### src/hw/rtl/fdm_pkg.sv
`timescale 1ns / 1ps
package fdm_pkg;

  // stream geometry
  localparam int FLOW_W = 16;
  localparam int MAX_W  = 1024;
  localparam int COL_W  = $clog2(MAX_W);
  localparam int WID_W  = 11;
  localparam int ROW_W  = 16;
  localparam int THR_W  = 18;
  localparam int K_W    = COL_W + 2;

  // smoothness arithmetic
  localparam int MAG_W  = 19;
  localparam int SUM_W  = MAG_W + 1;
  localparam int NTERM  = 11;

  // configuration port
  localparam int CFG_AW = 2;
  localparam int CFG_DW = 18;

  localparam logic [CFG_AW-1:0] REG_FRAME_WIDTH      = 2'd0;
  localparam logic [CFG_AW-1:0] REG_FRAME_HEIGHT     = 2'd1;
  localparam logic [CFG_AW-1:0] REG_SMOOTH_THRESHOLD = 2'd2;

  localparam logic [WID_W-1:0] WID_RESET = 11'd1024;
  localparam logic [ROW_W-1:0] HGT_RESET = 16'd1024;
  localparam logic [THR_W-1:0] THR_RESET = 18'd282;

  typedef logic signed [FLOW_W-1:0] flow_t;
  typedef logic signed [SUM_W-1:0]  sum_t;
  typedef logic [MAG_W-1:0]         mag_t;

  typedef struct packed {
    flow_t u;
    flow_t v;
  } vec_t;

  // line store word: newest row sample and the one a row older
  typedef struct packed {
    vec_t a;
    vec_t b;
  } pair_t;

  // clamped 3x3 cross around the stencil center
  typedef struct packed {
    vec_t c;
    vec_t l;
    vec_t r;
    vec_t t;
    vec_t b;
  } win_t;

  // per-step control that travels with the word
  typedef struct packed {
    logic             p_on;
    logic             p_real;
    logic             x_lo;
    logic             x_hi;
    logic             y_lo;
    logic             y_hi;
    logic             y_ge2;
    logic             q_on;
    logic             q_l;
    logic             q_r;
    logic             last;
    logic [COL_W-1:0] col;
    logic [COL_W-1:0] px;
  } tick_t;

  function automatic sum_t sx(input flow_t x);
    return sum_t'(x);
  endfunction

  function automatic mag_t mag(input sum_t x);
    sum_t a;
    a = (x < 0) ? -x : x;
    return a[MAG_W-1:0];
  endfunction

endpackage

### src/hw/rtl/fdm_rough.sv
`timescale 1ns / 1ps
module fdm_rough (
  input  logic                     clk,
  input  logic                     rst,
  input  logic                     in_v,
  input  fdm_pkg::win_t            in_win,
  input  fdm_pkg::vec_t            in_out,
  input  fdm_pkg::tick_t           in_tk,
  output logic                     in_take,
  input  logic [fdm_pkg::THR_W-1:0] thr,
  output logic                     s4_v,
  output logic                     s4_f,
  output fdm_pkg::vec_t            s4_out,
  output fdm_pkg::tick_t           s4_tk,
  input  logic                     s4_take
);
  import fdm_pkg::*;

  mag_t  m_n [NTERM];
  mag_t  m3 [NTERM+1];
  mag_t  mx1 [6];
  mag_t  mx2 [3];
  mag_t  mx3, top;
  logic  s3_v, s3_adv, s4_adv;
  vec_t  s3_out;
  tick_t s3_tk;
  win_t  w;

  assign w       = in_win;
  assign s4_adv  = s4_v && s4_take;
  assign s3_adv  = s3_v && (!s4_v || s4_adv);
  assign in_take = !s3_v || s3_adv;

  // derivative, laplacian and second-difference sum magnitudes
  always_comb begin
    m_n[0]  = mag(sx(w.r.u) - sx(w.c.u));
    m_n[1]  = mag(sx(w.c.u) - sx(w.l.u));
    m_n[2]  = mag(sx(w.b.u) - sx(w.c.u));
    m_n[3]  = mag(sx(w.c.u) - sx(w.t.u));
    m_n[4]  = mag(sx(w.r.v) - sx(w.c.v));
    m_n[5]  = mag(sx(w.c.v) - sx(w.l.v));
    m_n[6]  = mag(sx(w.b.v) - sx(w.c.v));
    m_n[7]  = mag(sx(w.c.v) - sx(w.t.v));
    m_n[8]  = mag((sx(w.c.u) <<< 2) - sx(w.b.u) - sx(w.r.u) - sx(w.t.u) - sx(w.l.u));
    m_n[9]  = mag((sx(w.c.v) <<< 2) - sx(w.b.v) - sx(w.r.v) - sx(w.t.v) - sx(w.l.v));
    m_n[10] = mag(sx(w.l.u) + sx(w.r.u) - (sx(w.c.u) <<< 1)
                  + sx(w.t.v) + sx(w.b.v) - (sx(w.c.v) <<< 1));
  end

  // stage 3: magnitudes
  always_ff @(posedge clk) begin
    if (rst) s3_v <= 1'b0;
    else if (in_v && in_take) s3_v <= 1'b1;
    else if (s3_adv) s3_v <= 1'b0;
  end

  always_ff @(posedge clk) begin
    if (in_v && in_take) begin
      for (int i = 0; i < NTERM; i++) m3[i] <= m_n[i];
      m3[NTERM] <= '0;
      s3_out    <= in_out;
      s3_tk     <= in_tk;
    end
  end

  // max tree and threshold
  always_comb begin
    for (int i = 0; i < 6; i++) mx1[i] = (m3[2*i] > m3[2*i+1]) ? m3[2*i] : m3[2*i+1];
    for (int i = 0; i < 3; i++) mx2[i] = (mx1[2*i] > mx1[2*i+1]) ? mx1[2*i] : mx1[2*i+1];
    mx3 = (mx2[0] > mx2[1]) ? mx2[0] : mx2[1];
    top = (mx3 > mx2[2]) ? mx3 : mx2[2];
  end

  // stage 4: rough flag
  always_ff @(posedge clk) begin
    if (rst) s4_v <= 1'b0;
    else if (s3_adv) s4_v <= 1'b1;
    else if (s4_adv) s4_v <= 1'b0;
  end

  always_ff @(posedge clk) begin
    if (s3_adv) begin
      s4_f   <= s3_tk.p_real && (top > MAG_W'(thr));
      s4_out <= s3_out;
      s4_tk  <= s3_tk;
    end
  end

endmodule

### config.mk
export PLATFORM = sky130hd
export DESIGN_NAME = fdm_rough
export DESIGN_NICKNAME = d
export VERILOG_FILES = /design/src/hw/rtl/fdm_pkg.sv /design/src/hw/rtl/fdm_rough.sv
export SDC_FILE = /design/constraint.sdc
export NUM_CORES = 2
export LEC_CHECK = 0
export BUFFER_PORTS_ARGS = -buffer_cell sky130_fd_sc_hd__buf_4
export CORE_UTILIZATION = 45
export CTS_CLUSTER_SIZE = 16
export DETAILED_ROUTE_END_ITERATION = 12
export SLEW_MARGIN = 20
export SYNTH_ARGS = -nofsm -noshare
export SYNTH_HDL_FRONTEND = slang
export SYNTH_SLANG_ARGS = --single-unit
### constraint.sdc
create_clock -name clk -period 26.4 [get_ports clk]
set_clock_uncertainty 0.05 [all_clocks]
set_input_delay 0 -clock clk [delete_from_list [all_inputs] [get_ports clk]]
set_output_delay 0 -clock clk [all_outputs]
set_load 0.01 [all_outputs]
# Word level (Yosys, flattened, before mapping)
# Memory sizes are Yosys's and may differ from the RTL's.
# Cells that the tools add are included.
[totals]
register_bits = 129
ram_bits = 228
inputBits = 245
output_inout_bits = 66
elab_cells = 127
mem_count = 1
[memory_table]
columns = ["name", "depth", "width", "read_ports", "rd_ports_with_merged_regs", "wr", "line", "rtl"]
rows = [
  ["m3", 12, 19, 12, 0, 12, "fdm_rough.sv:20", "mag_t m3 [NTERM+1];"],
]
[op_classes]
addsub = 32
n_lt_le_gt_ge = 23
n_mux = 28
n_reduce_logical = 10
[ops]
columns = ["cell", "n"]
rows = [
  ["$mux 19", 22],
  ["$gt 19x19->1", 11],
  ["$neg 17->19", 8],
  ["$lt 17x1->1 const B", 8],
  ["$sub 16x16->17", 8],
  ["$sub 20x16->20", 4],
  ["$lt 20x1->1 const B", 3],
  ["$neg 19->19", 3],
  ["$sub 19x16->20", 2],
  ["$sub 18x16->19", 2],
  ["$add 19x16->20", 1],
  ["$sub 20x17->20", 1],
  ["$add 18x16->19", 1],
  ["$gt 19x18->1", 1],
  ["$sub 17x17->18", 1],
  ["$add 16x16->17", 1],
  ["$mux 1", 6],
  ["$logic_and 1x1->1", 4],
  ["$reduce_bool 2->1", 2],
  ["$logic_not 1->1", 2],
  ["$logic_or 1x1->1", 2],
]

# Depth between registers and ports, before layout
[logic_depth]
depth_word = 10
depth_mapped = 55
depth_no_buf = 50

# Least setup slack after synthesis
# No wires, ideal clock.
[synth_path]
path_kind = "register to register"
startpoint = "memory m3[1][5] (netlist bit)"
endpoint = "register s4_f, data pin"
setup_ns = 0.276
t_arrival_ns = 10.154
required_ns = 26.074
path_slack_ns = 15.921
stages_incl_launch_ff = 54
path_buffers = 7
period_less_slack_ns = 10.479
cell_sequence = "edfxtp_1 ha_1 a21o_1 a221oi_1 nor2_1 o41ai_1 a21o_1 clkbuf_1 buf_2 mux2i_1 inv_1 ha_1 a21o_1 a21o_1 a21oi_1 o2111ai_1 a21oi_1 or2_2 [18 not listed] a21oi_1 o21ai_0 a211oi_1 a21oi_1 clkbuf_1 and2_1 buf_1 a221o_1 ha_1 a21oi_1 nor2b_1 o21ai_0 o21ai_0 o21ai_0 o2111ai_1 o211ai_1 nor2b_1 a221oi_1"
[synth_rtl]
columns = ["item", "line", "rtl"]
rows = [
  ["from (decl)", "fdm_rough.sv:20", ""],
  ["to (signal assigned)", "fdm_rough.sv:83", "s4_f <= s3_tk.p_real && (top > MAG_W'(thr));"],
  ["to (decl)", "fdm_rough.sv:12", "output logic s4_f,"],
]

==> impl_metrics.ini <==
[clocking]
worst_setup_hold_path_clk_slew_ps = 60
maximum_clock_path_buffer_count = 3
tritoncts_num_sinks = 338
tritoncts = yes
holdBufCountCts = 77
tritoncts.num_buffers = 40
cts_max_level = 2
post-cts-setup-buffers = 0
clk_latency_ps = 580
cts.root.buffer_cell = sky130_fd_sc_hd__clkbuf_16
cts_resized = 0

[yosys]
synth_simple_gate_area_share_pct = 11.4
post_synth_fa_ha_maj_area_fraction_pct = 25.4
yosysMostFrequentCell = sky130_fd_sc_hd__inv_1
asyncSetResetFlopFracSynth_pct = 0
dominantRegCellSynth = sky130_fd_sc_hd__edfxtp_1
ys_warn_count = 0
synth-compound-area-share_pct = 15.9
postSynthCellCount = 3422
syn_area_per_cell_um2 = 9.92
netlist_area_mm2 = 0.0339
main_combinational_cell_family_by_area_after_synthesis = adder cells
post_synth_mux_area_share_pct = 4.29
synthDominantAreaCellType = sky130_fd_sc_hd__edfxtp_1
synth-seq-cells = 338
synth-edff-count = 336
yosys.area_share.xor_xnor_pct = 7.61
yosysTopAreaCellShare_pct = 29.7
netlist_top_cells_count = sky130_fd_sc_hd__inv_1, sky130_fd_sc_hd__ha_1, sky130_fd_sc_hd__edfxtp_1
ys_seq_area_share_pct = 29.8
netlist_top_cells_area = sky130_fd_sc_hd__edfxtp_1, sky130_fd_sc_hd__ha_1, sky130_fd_sc_hd__fa_1, sky130_fd_sc_hd__xnor2_1, sky130_fd_sc_hd__inv_1
synth.lib_cells_used.distinct = 84

[die]
design.core.area_mm2 = 0.0746
die-area_mm2 = 0.0765
floorplan.die.height_um = 277
rows = 100
start_util_pct = 45.5
io_pins = 311
floorplan.die.width_um = 277

[timing]
post-route-min-period_ps = 11980
final_critical_path_setup_slack_ps = 14420
fmaxAchievable_mhz = 83.5
slew_violations = 0
final-hold-violation-count = 0
max_slew_margin_pct = 22.9
fin_crit_sh_pct = 45.4
actual_transition_at_the_worst_max_transition_pin_ps = 1150
setup_viol = 0
unrepaired_setup_endpoints_after_global_routing = no
setup_tns_ps = 0

[worst_setup_path]
crit_fanout = 29
setup.worst_path.class = reg -> reg
path_common_cell = sky130_fd_sc_hd__a21o_1
worst_ep_arrival_time_ps = 12230
cp-end-kind = flop
crit_slowest_cell = sky130_fd_sc_hd__a21o_1
cp.buffers_inverters = 3
reg2reg_from = m3[1][5]$_DFFE_PP_
cp_top_family = compound AO/OA/AOI/OAI gates
rr_worst_depth = 47
regToRegSetupSlack_ps = 14420
cpPeakStageDelay_ps = 750
cp_data_required_time_ps = 26650
startpoint_type = flop
rr_endpoint = s4_f$_DFFE_PP_

[min_path]
worst_hold_startpoint = in_win[129]
hold-path-endpoint = m3[1][20]$_DFFE_PP_
min_path_type = in -> reg
worst_hold_path.num_cells = 3

[global_routing]
via_count_of_the_first_global_routing_pass = 25686
grt_start_max_net_pins = 73
grt_antenna_before_repair = 0
overflow = 0
grt_pass1_wl_um = 157000
global_route.usage.total_pct = 27.0

[placed_design]
place_worst_setup_slack_ps = 14210
hpwl_um = 88300
port_buffers = 310
place_congestion = 0.953

[finish]
fraction_of_final_layout_cells_with_drive_strength_greater_than_1_pct = 13.1
flow.area_growth_from_synthesis_pct = 16.7
final.fill_count = 6825
n_antenna_cell = 0
layout.area.seq_mm2 = 0.0101
multi_input_combinational_cell_area_mm2 = 0.0220
final_nets = 4664

[status]
result_of_the_run = complete, no violations

[routing]
detailedRoute.firstPassIterationCount = 5
drt-vias-per-instance = 5.60
route.detailed.drc = 0
detail-route-antenna-nets = 0
drt-wirelength-per-cell_um = 21.5
routed_wirelength_um = 104000
routed-via-count = 27090
detailedRoute.firstIterationViolations = 2279

[pwr]
p_per_area_mw_per_mm2 = 115
max-vdd-ir-drop_v = 0.0000998
static-leakage-power_nw = 17.7

[job]
max_cap_violation_count = 0
## worst min-delay path: cells and delay by family
kind	cells	cell delay [ps]
muxes	1	160
buffers and inverters	1	160
adders and majority gates	1	190
## state kept, by name, summed over array words and instances, names as in the netlist
register / cells
m3: 209
s4_tk: 31
s4_f: 1
s3_out: 32
s3_v: 1
s3_tk: 31
s4_v: 1
s4_out: 32
## kinds of logic (layout without fill, tap and decap cells)
logic type | count (synthesis) | after routing
fa+ha+maj | 585 | 585
buf+inv | 500 | 929
simple gates | 748 | 748
compound gates | 819 | 819
mux | 138 | 138
flops | 338 | 338
xor+xnor | 293 | 293
other cells | 1 | 16
## stage by stage
step,power (mW),hold WS [ps],area [um2],instances,util (%)
finish,4.56,9.52,39600,4835,53.1
detailed placement,3.94,120,37500,4684,50.3
floorplan,3.10,22.4,34000,3437,-
global route,4.94,36.0,39600,4835,53.1
CTS,4.53,2.35,39600,4835,53.1
global placement,3.92,118,37500,4684,50.3
## worst max path at each step
stage / cells past startpoint / endpoint / from / slack (ps)
after floorplan: 53 / s4_f$_DFFE_PP_ / m3[1][5]$_DFFE_PP_ / 15920
after global placement: 47 / s4_f$_DFFE_PP_ / m3[1][5]$_DFFE_PP_ / 14330
after detailed placement: 47 / s4_f$_DFFE_PP_ / m3[1][5]$_DFFE_PP_ / 14210
after CTS: 47 / s4_f$_DFFE_PP_ / m3[1][5]$_DFFE_PP_ / 14170
after global routing: 46 / s4_f$_DFFE_PP_ / m3[1][6]$_DFFE_PP_ / 13610
final: 47 / s4_f$_DFFE_PP_ / m3[1][5]$_DFFE_PP_ / 14420
## placed cells by master (no fill, tap or decap), drive strengths merged, types with 57 or more instances in the layout
master / n
inv: 454
ha: 412
edfxtp: 336
buf: 326
xnor2: 205
a21oi: 200
nor2: 198
fa: 173
o21ai: 166
nand2: 137
a21o: 109
xor2: 87
mux2i: 78
dlygate4sd3: 77
nor3: 62
mux2: 60
o21a: 59
nor2b: 57
## layer usage
layer	vias to the layer above	wire length [um]	track usage (%)
met5	-	0	0
met4	0	2790	7.25
met3	123	6990	4.08
met2	866	45700	42.1
met1	12923	48600	39.1
li1	13178	-	-
## report_power, final
group / leakage, nW / internal, mW / switching (mW)
combinational: 13.8 / 1.29 / 1.84
sequential: 3.28 / 0.798 / 0.0648
clock: 0.646 / 0.329 / 0.234
## final cells by class
cell class / instances / share of cell area [%]
Clock buffer: 50 / 2.67
Clock inverter: 24 / 0.717
Inverter: 452 / 4.28
Multi-Input combinational cell: 2599 / 55.6
Sequential cell: 338 / 25.6
Tap cell: 969 / 3.06
Timing Repair Buffer: 403 / 8.12
Note: power is estimated with default switching activity, not from simulation.
