[src/hw/rtl/fdm_pkg.sv]
`timescale 1ns / 1ps
package fdm_pkg;

  // stream geometry
  localparam int FLOW_W = 16;
  localparam int MAX_W  = 1024;
  localparam int COL_W  = $clog2(MAX_W);
  localparam int WID_W  = 11;
  localparam int ROW_W  = 16;
  localparam int THR_W  = 18;
  localparam int K_W    = COL_W + 2;

  // smoothness arithmetic
  localparam int MAG_W  = 19;
  localparam int SUM_W  = MAG_W + 1;
  localparam int NTERM  = 11;

  // configuration port
  localparam int CFG_AW = 2;
  localparam int CFG_DW = 18;

  localparam logic [CFG_AW-1:0] REG_FRAME_WIDTH      = 2'd0;
  localparam logic [CFG_AW-1:0] REG_FRAME_HEIGHT     = 2'd1;
  localparam logic [CFG_AW-1:0] REG_SMOOTH_THRESHOLD = 2'd2;

  localparam logic [WID_W-1:0] WID_RESET = 11'd1024;
  localparam logic [ROW_W-1:0] HGT_RESET = 16'd1024;
  localparam logic [THR_W-1:0] THR_RESET = 18'd282;

  typedef logic signed [FLOW_W-1:0] flow_t;
  typedef logic signed [SUM_W-1:0]  sum_t;
  typedef logic [MAG_W-1:0]         mag_t;

  typedef struct packed {
    flow_t u;
    flow_t v;
  } vec_t;

  // line store word: newest row sample and the one a row older
  typedef struct packed {
    vec_t a;
    vec_t b;
  } pair_t;

  // clamped 3x3 cross around the stencil center
  typedef struct packed {
    vec_t c;
    vec_t l;
    vec_t r;
    vec_t t;
    vec_t b;
  } win_t;

  // per-step control that travels with the word
  typedef struct packed {
    logic             p_on;
    logic             p_real;
    logic             x_lo;
    logic             x_hi;
    logic             y_lo;
    logic             y_hi;
    logic             y_ge2;
    logic             q_on;
    logic             q_l;
    logic             q_r;
    logic             last;
    logic [COL_W-1:0] col;
    logic [COL_W-1:0] px;
  } tick_t;

  function automatic sum_t sx(input flow_t x);
    return sum_t'(x);
  endfunction

  function automatic mag_t mag(input sum_t x);
    sum_t a;
    a = (x < 0) ? -x : x;
    return a[MAG_W-1:0];
  endfunction

endpackage

[src/hw/rtl/fdm_ifs.sv]


interface fdm_cfg_if;
  import fdm_pkg::*;
  logic              valid;
  logic              ready;
  logic [CFG_AW-1:0] addr;
  logic [CFG_DW-1:0] data;
  modport source (output valid, addr, data, input ready);
  modport sink (input valid, addr, data, output ready);
endinterface

[src/hw/rtl/fdm_ctrl.sv]
`timescale 1ns / 1ps
module fdm_ctrl (
  input  logic                 clk,
  input  logic                 rst,
  fdm_cfg_if.sink              cfg,
  input  logic                 op,
  input  logic                 acc,
  output logic                 tick,
  output fdm_pkg::tick_t       tk,
  output logic [fdm_pkg::THR_W-1:0] thr
);
  import fdm_pkg::*;

  logic [WID_W-1:0] fw, w_new, w, wm1, w_l;
  logic [ROW_W-1:0] fh, h_new, h, hm1, h_l;
  logic             active, in_done, in_done_t, start;
  logic [K_W-1:0]   kcnt, k_t, d1, d2;
  logic [COL_W-1:0] col, col_t, px, px_t, qx, qx_t;
  logic [ROW_W-1:0] rcnt, rcnt_t, py, py_t, qy, qy_t;
  logic             col_end, px_end, qx_end, p_on, q_on, q_last;

  // configuration registers
  assign cfg.ready = 1'b1;
  always_ff @(posedge clk) begin
    if (rst) begin
      fw  <= WID_RESET;
      fh  <= HGT_RESET;
      thr <= THR_RESET;
    end else if (cfg.valid) begin
      unique case (cfg.addr)
        REG_FRAME_WIDTH:      fw  <= cfg.data[WID_W-1:0];
        REG_FRAME_HEIGHT:     fh  <= cfg.data[ROW_W-1:0];
        REG_SMOOTH_THRESHOLD: thr <= cfg.data[THR_W-1:0];
        default: ;
      endcase
    end
  end

  // frame size taken at frame start
  always_comb begin
    if (fw == '0) w_new = WID_W'(1);
    else if (fw > WID_W'(MAX_W)) w_new = WID_W'(MAX_W);
    else w_new = fw;
    h_new = (fh == '0) ? ROW_W'(1) : fh;
  end

  assign start = !active && !op;
  assign tick  = start || (active && (in_done || !op));

  assign w   = start ? w_new : w_l;
  assign h   = start ? h_new : h_l;
  assign wm1 = w - WID_W'(1);
  assign hm1 = h - ROW_W'(1);
  assign d1  = K_W'(w) + K_W'(1);
  assign d2  = d1 << 1;

  assign k_t       = start ? '0 : kcnt;
  assign col_t     = start ? '0 : col;
  assign rcnt_t    = start ? '0 : rcnt;
  assign in_done_t = start ? 1'b0 : in_done;
  assign px_t      = start ? '0 : px;
  assign py_t      = start ? '0 : py;
  assign qx_t      = start ? '0 : qx;
  assign qy_t      = start ? '0 : qy;

  assign col_end = {1'b0, col_t} == wm1;
  assign px_end  = {1'b0, px_t} == wm1;
  assign qx_end  = {1'b0, qx_t} == wm1;
  assign p_on    = k_t >= d1;
  assign q_on    = k_t >= d2;
  assign q_last  = q_on && qx_end && (qy_t == hm1);

  // step control for the word
  always_comb begin
    tk.p_on   = p_on;
    tk.p_real = py_t < h;
    tk.x_lo   = px_t == '0;
    tk.x_hi   = px_end;
    tk.y_lo   = py_t == '0;
    tk.y_hi   = py_t == hm1;
    tk.y_ge2  = py_t >= ROW_W'(2);
    tk.q_on   = q_on;
    tk.q_l    = qx_t != '0;
    tk.q_r    = !qx_end;
    tk.last   = q_last;
    tk.col    = col_t;
    tk.px     = px_t;
  end

  // frame counters
  always_ff @(posedge clk) begin
    if (rst) begin
      active  <= 1'b0;
      in_done <= 1'b0;
      w_l     <= WID_W'(1);
      h_l     <= ROW_W'(1);
      kcnt    <= '0;
      col     <= '0;
      rcnt    <= '0;
      px      <= '0;
      py      <= '0;
      qx      <= '0;
      qy      <= '0;
    end else if (acc && tick) begin
      active  <= !q_last;
      w_l     <= w;
      h_l     <= h;
      in_done <= in_done_t || (col_end && (rcnt_t == hm1));
      kcnt    <= q_on ? k_t : k_t + K_W'(1);
      col     <= col_end ? '0 : col_t + COL_W'(1);
      rcnt    <= col_end ? rcnt_t + ROW_W'(1) : rcnt_t;
      if (p_on) begin
        px <= px_end ? '0 : px_t + COL_W'(1);
        py <= px_end ? py_t + ROW_W'(1) : py_t;
      end else begin
        px <= px_t;
        py <= py_t;
      end
      if (q_on) begin
        qx <= qx_end ? '0 : qx_t + COL_W'(1);
        qy <= qx_end ? qy_t + ROW_W'(1) : qy_t;
      end else begin
        qx <= qx_t;
        qy <= qy_t;
      end
    end
  end

`ifndef SYNTHESIS
  a_kcnt_bound: assert property (@(posedge clk) disable iff (rst)
    active |-> kcnt <= ((K_W'(w_l) + K_W'(1)) << 1))
    else $error("step counter past output start");
  a_col_bound: assert property (@(posedge clk) disable iff (rst)
    active |-> {1'b0, col} < w_l)
    else $error("column counter past frame width");
  a_frame_end: assert property (@(posedge clk) disable iff (rst)
    (acc && tick && q_last) |=> !active)
    else $error("frame still active after last result");
`endif

endmodule

[src/flat_wrapper.sv]
// flat-port wrapper written by rule: the top's interface ports become plain ports
module fdm_ctrl_flat import fdm_pkg::*;
  (clk, rst, op, acc, tick, tk, thr, cfg_valid, cfg_addr, cfg_data, cfg_ready);
  fdm_cfg_if cfg_i ();
  input  logic clk;
  input  logic rst;
  input  logic op;
  input  logic acc;
  output logic tick;
  output fdm_pkg::tick_t tk;
  output logic [fdm_pkg::THR_W-1:0] thr;
  input wire logic [$bits(cfg_i.valid)-1:0] cfg_valid;
  input wire logic [$bits(cfg_i.addr)-1:0] cfg_addr;
  input wire logic [$bits(cfg_i.data)-1:0] cfg_data;
  output wire logic [$bits(cfg_i.ready)-1:0] cfg_ready;
  assign cfg_i.valid = cfg_valid;
  assign cfg_i.addr = cfg_addr;
  assign cfg_i.data = cfg_data;
  assign cfg_ready = cfg_i.ready;
  fdm_ctrl u_core (.clk(clk), .rst(rst), .cfg(cfg_i), .op(op), .acc(acc), .tick(tick), .tk(tk), .thr(thr));
endmodule
[config.mk]
export PLATFORM = sky130hd
export DESIGN_NAME = fdm_ctrl_flat
export DESIGN_NICKNAME = d
export VERILOG_FILES = /design/src/hw/rtl/fdm_pkg.sv /design/src/hw/rtl/fdm_ifs.sv /design/src/hw/rtl/fdm_ctrl.sv /design/src/flat_wrapper.sv
export SDC_FILE = /design/constraint.sdc
export NUM_CORES = 1
export LEC_CHECK = 0
export BUFFER_PORTS_ARGS = -buffer_cell sky130_fd_sc_hd__buf_2
export CAP_MARGIN = 5
export CORE_MARGIN = 2
export CORE_UTILIZATION = 56
export CTS_CLUSTER_DIAMETER = 50
export DETAILED_ROUTE_END_ITERATION = 10
export PLACE_DENSITY = 0.74
export SLEW_MARGIN = 20
export SYNTH_ARGS = -nofsm -noshare
export SYNTH_HDL_FRONTEND = slang
export SYNTH_SLANG_ARGS = --single-unit
[constraint.sdc]
create_clock -name clk -period 8.2 [get_ports clk]
set_input_delay 0.82 -clock clk [delete_from_list [all_inputs] [get_ports clk]]
set_output_delay 0.82 -clock clk [all_outputs]
set_load 0.1 [all_outputs]
# Word level (Yosys, flattened, before mapping)
# Cells that the tools add are included.
[totals] input_bits=25 register_bits=164 word_cells=83 out_inout_bits=51
[op_classes] muxes=24 eq_ne=8 n_addsub=10 reduce_logical=22 magnitude_cmp=5
[ops] op="2-to-1 mux 16 bit" n=10
[ops] op="2-to-1 mux 10 bit" n=8
[ops] op="adder 16 x 1 -> 16 bit, second input constant" n=3
[ops] op="== test 16 bit" n=3
[ops] op="== test 10 x 11 -> 1 bit" n=3
[ops] op="2-to-1 mux 11 bit" n=3
[ops] op="zero test 16 bit" n=2
[ops] op="adder 10 x 1 -> 10 bit, second input constant" n=3
[ops] op=">= comparator 12 bit" n=2
[ops] op="2-to-1 mux 12 bit" n=2
[ops] op=">= comparator 16 x 2 -> 1 bit, second input constant" n=1
[ops] op="less-than comparator 16 bit" n=1
[ops] op="subtractor 16 x 1 -> 16 bit, second input constant" n=1
[ops] op="adder 11 x 1 -> 12 bit, second input constant" n=1
[ops] op="adder 12 x 1 -> 12 bit, second input constant" n=1
[ops] op="greater-than comparator 11 bit, second input constant" n=1
[ops] op="zero test 11 bit" n=1
[ops] op="subtractor 11 x 1 -> 11 bit, second input constant" n=1
[ops] op="zero test 10 bit" n=1
[ops] op="nonzero test 10 bit" n=1
[ops] op="logical AND 1 bit" n=6
[ops] op="AND reduction 2 bit" n=3
[ops] op="zero test 1 bit" n=4
[ops] op="logical OR 1 bit" n=3
[ops] op="other kinds (4)" n=4

# Longest topological paths before layout
# Gate-level depths: netlist of the first run.
[depth] word_depth=9 mapped_depth=26 ltp_nobuf=19

# Least setup slack after synthesis of the first run
# OpenSTA, ideal clock, no wires.
[synth_timing] path_kind="input -> output" startpoint="input op" endpoint="output tk[25] in the netlist's numbering" required_ns=7.380 path_stages=24 n_path_buf=12 setup_slack_ns=0.038 t_arrival_ns=7.342 cell_sequence="or2_1 > buf_2 > buf_4 > buf_2 > buf_4 > buf_2 > buf_2 > buf_2 > buf_2 > clkbuf_1 > clkbuf_1 > clkbuf_1 > mux2i_1 > ha_1 > o211a_1 > and4_1 > clkbuf_1 > nand3_1 > xnor2_1 > xor2_1 > nand4_1 > nor4_1 > nand3_1 > nor3_1"
[synth_rtl] item="start: declaration" line_no="flat_wrapper.sv:7" source="input logic op;"
[synth_rtl] item="end: declaration" line_no="flat_wrapper.sv:10" source="output fdm_pkg::tick_t tk;"

==> metrics.cfg, run 1 <==
[floorplan]
die_area_sq_um = 23200
num_rows = 54
start_util_pct = 56.9
ios = 76
coreArea_sq_um = 21700
fp.dieH_um = 152
die_w_um = 152

[pwr]
powerDensity_nw_per_um2 = 156
switchingPower_uw = 716
switching_share_pct = 34.5
p_int_mw = 1.36
p_leak_nw = 4.96
power_frac_comb_pct = 19.9
pwr-share-seq_pct = 39.8
pwr-share-clk_pct = 40.3
vdd_drop_max_uv = 123

[clock_tree]
clkLatencyLatePin_ns = 0.45
cts_tree = done
clk_path_buf_depth = 2
hold_buffers = 0
path_clk_slew_ns = 0.08
clock-root-buffer = clkbuf_16
cts.sinks = 164
cts_resized = 0
htree_levels = 4
cts_setup_buffers = 0
cts_made_buffers = 17

[critical_path]
cp.required_ns = 7.38
slowest_delay_ns = 0.55
start_kind = input port
ff2ff_path_depth = 20
cpMostUsedCell = buf_2
cp_num_buf_inv = 2
critical_path.cell_chain = buf_2 > or2_4 > a21oi_2 > and2_1 > ha_1 > nor3b_1 > a22oi_2 > nor4_2 > xor2_1 > o211ai_1 > a2111oi_2 > nand4bb_1 > nor2_1 > and4_1 > buf_2
cp.depth = 15
critPathCaptureType = output port
path_class = in -> out
worstPathMaxFanout = 54
cp.arrival_ns = 5.96
path_delay_family = simple AND/OR/NAND/NOR gates
crit_slowest_cell = or2_4

[logic_synthesis]
syn-num-nets = 1734
synth_area_leaders = dfxtp_1, nand2_1, xnor2_1
synth_top_area_share_pct = 26.6
synth_edf_count = 0
synth_seq_area_share_pct = 26.6
synth_commonest_cells = nand2_1, dfxtp_1, nor2_1
ys.warnings.count = 0
synth-async-reset-ratio_pct = 0
synthCells = 1666
synth_flop_cell = dfxtp_1
synth_top_area_cell = dfxtp_1
synthesis.area_sq_um = 12300
yosysMostFrequentCell = nand2_1
avgSynthCellArea_sq_um = 7.40
synth_seq_cells = 164
yosysUniqueCellTypes = 91

[sta]
relSlewSlack_pct = 24.3
worst_pin_slew_ns = 1.14
finalClockSkew_ns = 0.0205
slew_violations = 0
hold_viol = 0
finalSetupViolations = 0
period_share_pct = 82.7
rsz0062_at_grt = false
fin_crit_ns = 6.78
setup_tns_ns = 0
fmax_mhz = 147

[flow_run]
drv_cap = 0

[place]
hpwl_um = 25500
dpl-instance-area_sq_um = 12600
dp_cells = 1909
port_buffers = 74
gp_congestion = 0.970

[layout]
nNetsFinal = 1716
fillers = 2030
diodes = 0
drive_above_1_share_pct = 10.9
design_area_sq_um = 13300
final_cells = 1941
area_delta_synth_final_pct = 7.72

[routing]
vias_per_cell = 6.31
via_count = 12254
drt_iter0_drc = 1057
remaining_drc_errors = 0
first_pass_iters = 6
routed_wl_um = 35800
ant_nets = 0
wire_per_inst_um = 18.5

[hold_path]
min_path_type = reg -> reg
min_delay_path_depth = 2

[global_route]
grt_pass1_vias = 11381
antenna_found_initial = 0
grt_pass1_wl_um = 58500
grt_util_all_layers_pct = 30.4
gr-total-overflow = 0
grt_max_degree = 102

[run_status]
status = finished clean

-- flip-flops by register name, summed over array words and instances (netlist names) --
| signal | cells |
|---|---|
| u_core.thr | 18 |
| u_core.fh | 16 |
| u_core.h_l | 16 |
| u_core.py | 16 |
| u_core.qy | 16 |
| u_core.rcnt | 16 |
| u_core.kcnt | 12 |
| u_core.fw | 11 |
| u_core.w_l | 11 |
| u_core.col | 10 |
| u_core.px | 10 |
| u_core.qx | 10 |
| u_core.active | 1 |
| u_core.in_done | 1 |
-- cell families after synthesis --
| group | share of synthesized area [%] |
|---|---|
| xor+xnor | 7.62 |
| fa+ha+maj | 4.44 |
| mux | 4.28 |
| flops | 26.6 |
| simple gates | 32.6 |
| buf+inv | 5.23 |
| other cells | 0.0304 |
| compound gates | 19.2 |
-- final timing paths --
check	slack, ns	end	startpoint
setup reg to reg	2.47	u_core.qy[15]$_SDFFE_PP0P_	u_core.active$_SDFFE_PP0P_
hold reg to reg	0.45	u_core.w_l[1]$_SDFFE_PP0P_	u_core.w_l[1]$_SDFFE_PP0P_
setup / recovery	1.42	tk[20]	op
hold / removal	0.45	u_core.w_l[1]$_SDFFE_PP0P_	u_core.w_l[1]$_SDFFE_PP0P_
-- worst min-delay path, cell delays in order (launching register included) --
cell and delay [ns]:
dfxtp_1 0.31, nand2_1 0.05, a21oi_1 0.05
-- power groups by stage --
stage | clock network, mW | registers [mW] | logic [mW]
2_1_floorplan | 0 | 0.860 | 0.300
3_3_place_gp | 0 | 0.844 | 0.398
3_5_place_dp | 0 | 0.844 | 0.404
4_1_cts | 0.845 | 0.826 | 0.406
5_1_grt | 0.880 | 0.828 | 0.446
6_report | 0.836 | 0.827 | 0.412
-- layout by cell type (no fill, tap or decap), drive strengths merged, types with 13 or more instances in the layout --
cell type and instances:
a211o 13, a211oi 20, a21oi 122, a31oi 14
and2 57, and3 20, buf 85, clkbuf 17
dfxtp 164, ha 43, inv 40, mux2 21
mux2i 28, nand2 269, nand2b 14, nand3 64
nand3b 17, nand4 38, nor2 142, nor2b 14
nor3 29, nor4 29, o21ai 79, or3 17
xnor2 71, xor2 26
-- per-layer routing --
layer | track usage [%] | routed length (um)
met2 | 48.2 | 16400
met5 | 0 | 0
met3 | 4.15 | 2400
met1 | 42.0 | 15900
met4 | 12.1 | 1160
-- per-stage QoR --
stage               setup slack, ns  util, %  power [mW]  hold WS (ns)
floorplan                    0.0384        -        1.16         0.432
global placement               1.61     58.3        1.24         0.439
detailed placement             1.50     58.3        1.25         0.446
CTS                            1.49     61.2        2.08         0.458
global route                   1.06     61.3        2.15         0.487
finish                         1.42     61.3        2.07         0.455
-- cell type report --
| type | instances | area, sq um | area share (%) |
|---|---|---|---|
| multi-input cells | 1344 | 8430 | 63.5 |
| clock buffers | 17 | 425 | 3.20 |
| flip-flops and latches | 164 | 3280 | 24.7 |
| repair buffers | 85 | 459 | 3.46 |
| well taps | 280 | 350 | 2.64 |
| inverters | 36 | 135 | 1.02 |
| clock inverters | 15 | 201 | 1.52 |
Power figures use the tool's default switching activity.
==> inputs of run 2 (changes only) <==
- clock period: 8.2 -> 6.9 ns (I/O delays scaled with it)
==> metrics.cfg, run 2 (same netlist as run 1, synthesis figures left out) <==
[run_status]
status = finished clean  ; unchanged

[sta]
fin_crit_ns = 6.31
rsz0062_at_grt = false  ; unchanged
fmax_mhz = 158
worst_pin_slew_ns = 1.03  ; was 1.14 ns
finalClockSkew_ns = 0.0162  ; was 0.0205 ns
period_share_pct = 91.5
relSlewSlack_pct = 31.4  ; was 24.3%
finalSetupViolations = 0  ; unchanged
setup_tns_ns = 0  ; unchanged
hold_viol = 0  ; unchanged
slew_violations = 0  ; unchanged

[critical_path]
crit_slowest_cell = dfxtp_1  ; was or2_4
path_class = reg -> out  ; was in -> out
reg2reg_setup_slack_ns = 1.07  ; was 2.47 ns
timing.rr.end = u_core.rcnt[11]$_SDFFE_PP0P_  ; was u_core.qy[15]$_SDFFE_PP0P_
r2r-start = u_core.active$_SDFFE_PP0P_  ; unchanged
path_delay_family = simple AND/OR/NAND/NOR gates  ; unchanged
start_kind = flip-flop  ; was input port
critical_path.cell_chain = or2_4 > buf_4 > buf_4 > o211a_1 > nand4_1 > nor2_1 > xor2_1 > xor2_1 > nand4_1 > a2111oi_0 > and4_1 > buf_2  ; was buf_2 > or2_4 > a21oi_2 > and2_1 > ha_1 > nor3b_1 > a22oi_2 > nor4_2 > xor2_1 > o211ai_1 > a2111oi_2 > nand4bb_1 > nor2_1 > and4_1 > buf_2
cp.arrival_ns = 5.62  ; was 5.96 ns
slowest_delay_ns = 0.93  ; was 0.55 ns
critPathCaptureType = output port  ; unchanged
cp_num_buf_inv = 3  ; was 2
ff2ff_path_depth = 14  ; was 20
worstPathMaxFanout = 42  ; was 54
cp.required_ns = 6.21  ; was 7.38 ns

[routing]
via_count = 12267  ; was 12254
vias_per_cell = 6.30  ; was 6.31
drt_iter0_drc = 1249  ; was 1057
first_pass_iters = 6  ; unchanged
ant_nets = 0  ; unchanged
wire_per_inst_um = 18.6  ; was 18.5 um
routed_wl_um = 36200  ; was 35800 um
remaining_drc_errors = 0  ; unchanged

[hold_path]
min_from = u_core.h_l[14]$_SDFFE_PP0P_  ; was u_core.w_l[1]$_SDFFE_PP0P_
min_path_type = reg -> reg  ; unchanged
holdPathEnd = u_core.h_l[14]$_SDFFE_PP0P_  ; was u_core.w_l[1]$_SDFFE_PP0P_
min_delay_path_depth = 2  ; unchanged

[clock_tree]
clkLatencyLatePin_ns = 0.45  ; about the same
path_clk_slew_ns = 0.08  ; about the same
cts.sinks = 164  ; unchanged
cts_tree = done  ; unchanged
hold_buffers = 0  ; unchanged
cts_made_buffers = 17  ; unchanged
clk_path_buf_depth = 2  ; unchanged
clock-root-buffer = clkbuf_16  ; unchanged
htree_levels = 4  ; unchanged
cts_setup_buffers = 0  ; unchanged
cts_resized = 0  ; unchanged

[global_route]
grt_pass1_wl_um = 58800  ; was 58500 um
gr-total-overflow = 0  ; unchanged
grt_util_all_layers_pct = 30.5  ; was 30.4%
grt_max_degree = 96  ; was 102
antenna_found_initial = 0  ; unchanged
grt_pass1_vias = 11201  ; was 11381

[pwr]
powerDensity_nw_per_um2 = 186  ; was 156 nW/um^2
vdd_drop_max_uv = 166  ; was 123 uV
p_leak_nw = 4.98  ; was 4.96 nW

[floorplan]
num_rows = 54  ; unchanged
start_util_pct = 56.9  ; unchanged
coreArea_sq_um = 21700  ; unchanged
fp.dieH_um = 152  ; unchanged
die_area_sq_um = 23200  ; unchanged
die_w_um = 152  ; unchanged
ios = 76  ; unchanged

[place]
gp_congestion = 1.01  ; was 0.970
port_buffers = 74  ; unchanged
hpwl_um = 25900  ; was 25500 um
dpl-instance-area_sq_um = 12700  ; was 12600 sq um
dp_cells = 1914  ; was 1909

[layout]
diodes = 0  ; unchanged
final_cells = 1946  ; was 1941
most-common-layout-cells = nand2_1, dfxtp_1, nor2_1, a21oi_1, buf_2  ; unchanged
drive_above_1_share_pct = 11.2  ; was 10.9%
largest_reg_flops = 18  ; unchanged
final_common_cell = nand2_1  ; unchanged
fin_util_pct = 61.5  ; was 61.3%
design_area_sq_um = 13300  ; about the same
area_delta_synth_final_pct = 8.12  ; was 7.72%
fillers = 1984  ; was 2030
nNetsFinal = 1721  ; was 1716
largest-register = u_core.thr  ; unchanged

[flow_run]
drv_cap = 0  ; unchanged

==> run 2: changes by cell type in the layout (fill, tap and decap cells not counted), sizes merged <==
| cell | delta |
|---|---|
| inv | +1 |
| buf | +5 |
| clkinv | -1 |
==> run 2: how the worst max path moves through the flow <==
stage                                          start     end  slack (ns)  cells after the start
after floorplan                                   op  tk[28]       0.003                     11
after global routing      u_core.active$_SDFFE_PP0P_  tk[20]        0.24                     12
final                     u_core.active$_SDFFE_PP0P_  tk[20]        0.59                     12
after detailed placement                          op  tk[20]        0.80                     13
after CTS                 u_core.active$_SDFFE_PP0P_  tk[20]        0.64                     12
after global placement                            op  tk[20]        0.99                     13
==> run 2: final cells by class <==
class / instances / area, sq um / share of cell area [%]
clock buffer: 17 / 425 / 3.19
clock inverter: 15 / 201 / 1.51
inverter: 36 / 135 / 1.01
multi-input combinational: 1344 / 8440 / 63.3
sequential: 164 / 3280 / 24.6
tap: 280 / 350 / 2.63
timing repair buffer: 90 / 497 / 3.73
==> run 2: through the flow <==
| step | power, mW | hold slack (ns) | setup WS (ns) |
|---|---|---|---|
| after floorplan | 1.38 | 0.432 | 0.00295 |
| after detailed placement | 1.49 | 0.447 | 0.798 |
| after global routing | 2.57 | 0.472 | 0.239 |
| final | 2.48 | 0.456 | 0.588 |
| after global placement | 1.48 | 0.439 | 0.994 |
| after CTS | 2.48 | 0.458 | 0.636 |
==> run 2: per-layer routing <==
metal  up-vias  track usage, %  wire length, um
met2       480            49.4            16500
met4         0            11.8             1190
met3        62            4.49             2610
met1      5795            41.3            15900
met5         -               0                0
li1       5930               -                -
==> run 2: worst min-delay path, cell delays in order, from the launching register on <==
cell,delay [ns]
dfxtp_1,0.31
nand2_1,0.05
a21oi_1,0.05
==> run 2: power by group <==
group | total, mW | internal, mW | switching (mW) | leakage, nW
sequential | 0.986 | 0.962 | 0.0248 | 1.33
combinational | 0.492 | 0.157 | 0.335 | 3.36
clock | 1.00 | 0.499 | 0.504 | 0.300
total | 2.48 | 1.62 | 0.864 | 4.98
==> inputs of run 3 (changes only) <==
- CORE_UTILIZATION: 56 -> 40
- PLACE_DENSITY: 0.74 -> unset
==> metrics.cfg, run 3 (same netlist as run 1, synthesis figures left out) <==
[run_status]
status = finished clean  ; unchanged

[sta]
period_share_pct = 88.9  ; was 91.5%
fmax_mhz = 163  ; was 158 MHz
fin_ws_ns = 0.769  ; was 0.588 ns
relSlewSlack_pct = 29.4  ; was 31.4%
hold_viol = 0  ; unchanged
finalClockSkew_ns = 0.0169  ; was 0.0162 ns
finalSetupViolations = 0  ; unchanged
timing.hold.ws_ns = 0.454  ; was 0.456 ns
slew_violations = 0  ; unchanged
worst_pin_slew_ns = 1.06  ; was 1.03 ns
fin_crit_ns = 6.13  ; was 6.31 ns
rsz0062_at_grt = false  ; unchanged
setup_tns_ns = 0  ; unchanged

[hold_path]
min_path_type = reg -> reg  ; unchanged
min_from = u_core.h_l[13]$_SDFFE_PP0P_  ; was u_core.h_l[14]$_SDFFE_PP0P_

[place]
port_buffers = 74  ; unchanged
dpl-instance-area_sq_um = 12900  ; was 12700 sq um
hpwl_um = 27600  ; was 25900 um
dpl_worst_slack_ns = 0.869  ; was 0.798 ns
gp_congestion = 0.917  ; was 1.01
dp_cells = 2038  ; was 1914

[routing]
vias_per_cell = 5.89  ; was 6.30
remaining_drc_errors = 0  ; unchanged
via_count = 12190  ; was 12267
first_pass_iters = 5  ; was 6
ant_nets = 0  ; unchanged
drt_iter0_drc = 1114  ; was 1249
wire_per_inst_um = 18.5  ; was 18.6 um
routed_wl_um = 38200  ; was 36200 um

[flow_run]
drv_cap = 0  ; unchanged

[clock_tree]
htree_levels = 4  ; unchanged
cts.sinks = 164  ; unchanged
cts_resized = 0  ; unchanged
clock-root-buffer = clkbuf_16  ; unchanged
cts_made_buffers = 17  ; unchanged
cts_setup_buffers = 0  ; unchanged
clk_path_buf_depth = 2  ; unchanged
clkLatencyLatePin_ns = 0.46  ; was 0.45 ns
hold_buffers = 0  ; unchanged
path_clk_slew_ns = 0.07  ; was 0.08 ns
cts_tree = done  ; unchanged

[global_route]
antenna_found_initial = 0  ; unchanged
gr-total-overflow = 0  ; unchanged
grt_util_all_layers_pct = 23.5  ; was 30.5%
grt_pass1_wl_um = 62000  ; was 58800 um
grt_max_degree = 107  ; was 96
grt_pass1_vias = 11331  ; was 11201

[floorplan]
start_util_pct = 40.4  ; was 56.9%
num_rows = 64  ; was 54
die_w_um = 180  ; was 152 um
coreArea_sq_um = 30500  ; was 21700 sq um
fp.dieH_um = 180  ; was 152 um
ios = 76  ; unchanged
die_area_sq_um = 32300  ; was 23200 sq um

[critical_path]
worstPathMaxFanout = 21  ; was 42
path_class = in -> out  ; was reg -> out
r2r-start = u_core.active$_SDFFE_PP0P_  ; unchanged
path_delay_family = simple AND/OR/NAND/NOR gates  ; unchanged
slowest_delay_ns = 0.47  ; was 0.93 ns
critPathCaptureType = output port  ; unchanged
startpoint = op  ; was u_core.active$_SDFFE_PP0P_
start_kind = input port  ; was flip-flop
crit_slowest_cell = ha_1  ; was dfxtp_1
cp.arrival_ns = 5.44  ; was 5.62 ns
cp_num_buf_inv = 4  ; was 3
cp.required_ns = 6.21  ; about the same
critical_path.cell_chain = buf_2 > buf_4 > nor4b_1 > a21oi_2 > and2_1 > ha_1 > nor3b_1 > a22oi_2 > nor3_1 > xnor2_1 > nor4b_1 > a211oi_1 > nand4bb_1 > buf_4 > nor2_1 > and4_1 > buf_2  ; was or2_4 > buf_4 > buf_4 > o211a_1 > nand4_1 > nor2_1 > xor2_1 > xor2_1 > nand4_1 > a2111oi_0 > and4_1 > buf_2

[layout]
final_cells = 2070  ; was 1946
final_common_cell = nand2_1  ; unchanged
nNetsFinal = 1729  ; was 1721
fin_util_pct = 44.3  ; was 61.5%
largest-register = u_core.thr  ; unchanged
fillers = 3116  ; was 1984
design_area_sq_um = 13500  ; was 13300 sq um
diodes = 0  ; unchanged
drive_above_1_share_pct = 11.6  ; was 11.2%
area_delta_synth_final_pct = 9.58  ; was 8.12%
largest_reg_flops = 18  ; unchanged
most-common-layout-cells = nand2_1, dfxtp_1, nor2_1, a21oi_1, buf_2  ; unchanged

[pwr]
fin_total_pwr_mw = 2.46  ; was 2.48 mW
p_leak_nw = 5.01  ; was 4.98 nW
vdd_drop_max_uv = 190  ; was 166 uV
powerDensity_nw_per_um2 = 182  ; was 186 nW/um^2

==> run 3: changes by cell type in the layout (fill, tap and decap cells not counted), sizes merged <==
cell      previous run  this run
clkbuf              17        19
buf                 90        98
clkinvlp             0         2
clkinv              10         5
bufinv               0         1
==> run 3: worst paths after layout <==
check | end | cells after the start | slack (ns)
setup reg to reg | u_core.rcnt[11]$_SDFFE_PP0P_ | 14 | 1.45
hold reg to reg | u_core.h_l[13]$_SDFFE_PP0P_ | 2 | 0.45
hold / removal | u_core.h_l[13]$_SDFFE_PP0P_ | 2 | 0.45
setup / recovery | tk[20] | 17 | 0.77
==> run 3: area by class of cell <==
type	instances	area [sq um]	area share, %
clock inverters	13	140	1.04
flip-flops and latches	164	3280	24.3
clock buffers	19	443	3.28
inverters	36	135	1.00
repair buffers	98	569	4.21
well taps	396	495	3.67
multi-input cells	1344	8450	62.5
==> run 3: report_power, final <==
| part | switching (mW) | total (mW) | leakage (nW) | internal (mW) |
|---|---|---|---|---|
| Combinational | 0.340 | 0.501 | 3.40 | 0.162 |
| Sequential | 0.0218 | 0.984 | 1.33 | 0.962 |
| Clock | 0.456 | 0.975 | 0.283 | 0.519 |
| Total | 0.817 | 2.46 | 5.01 | 1.64 |
==> run 3: routing by layer <==
layer	share of wire [%]	global-route usage (%)	wire (um)	vias up
met5	0	0	0	-
met4	2.2	6.50	835	0
met3	4.7	3.65	1790	57
met2	47	38.9	17900	331
met1	46	31.7	17700	5850
li1	-	-	-	5952
==> run 3: tightest hold or removal path, cell delays in order (launching register included) <==
cell and delay [ns]:
dfxtp_1 0.31, nand2_1 0.05, a21oi_1 0.05
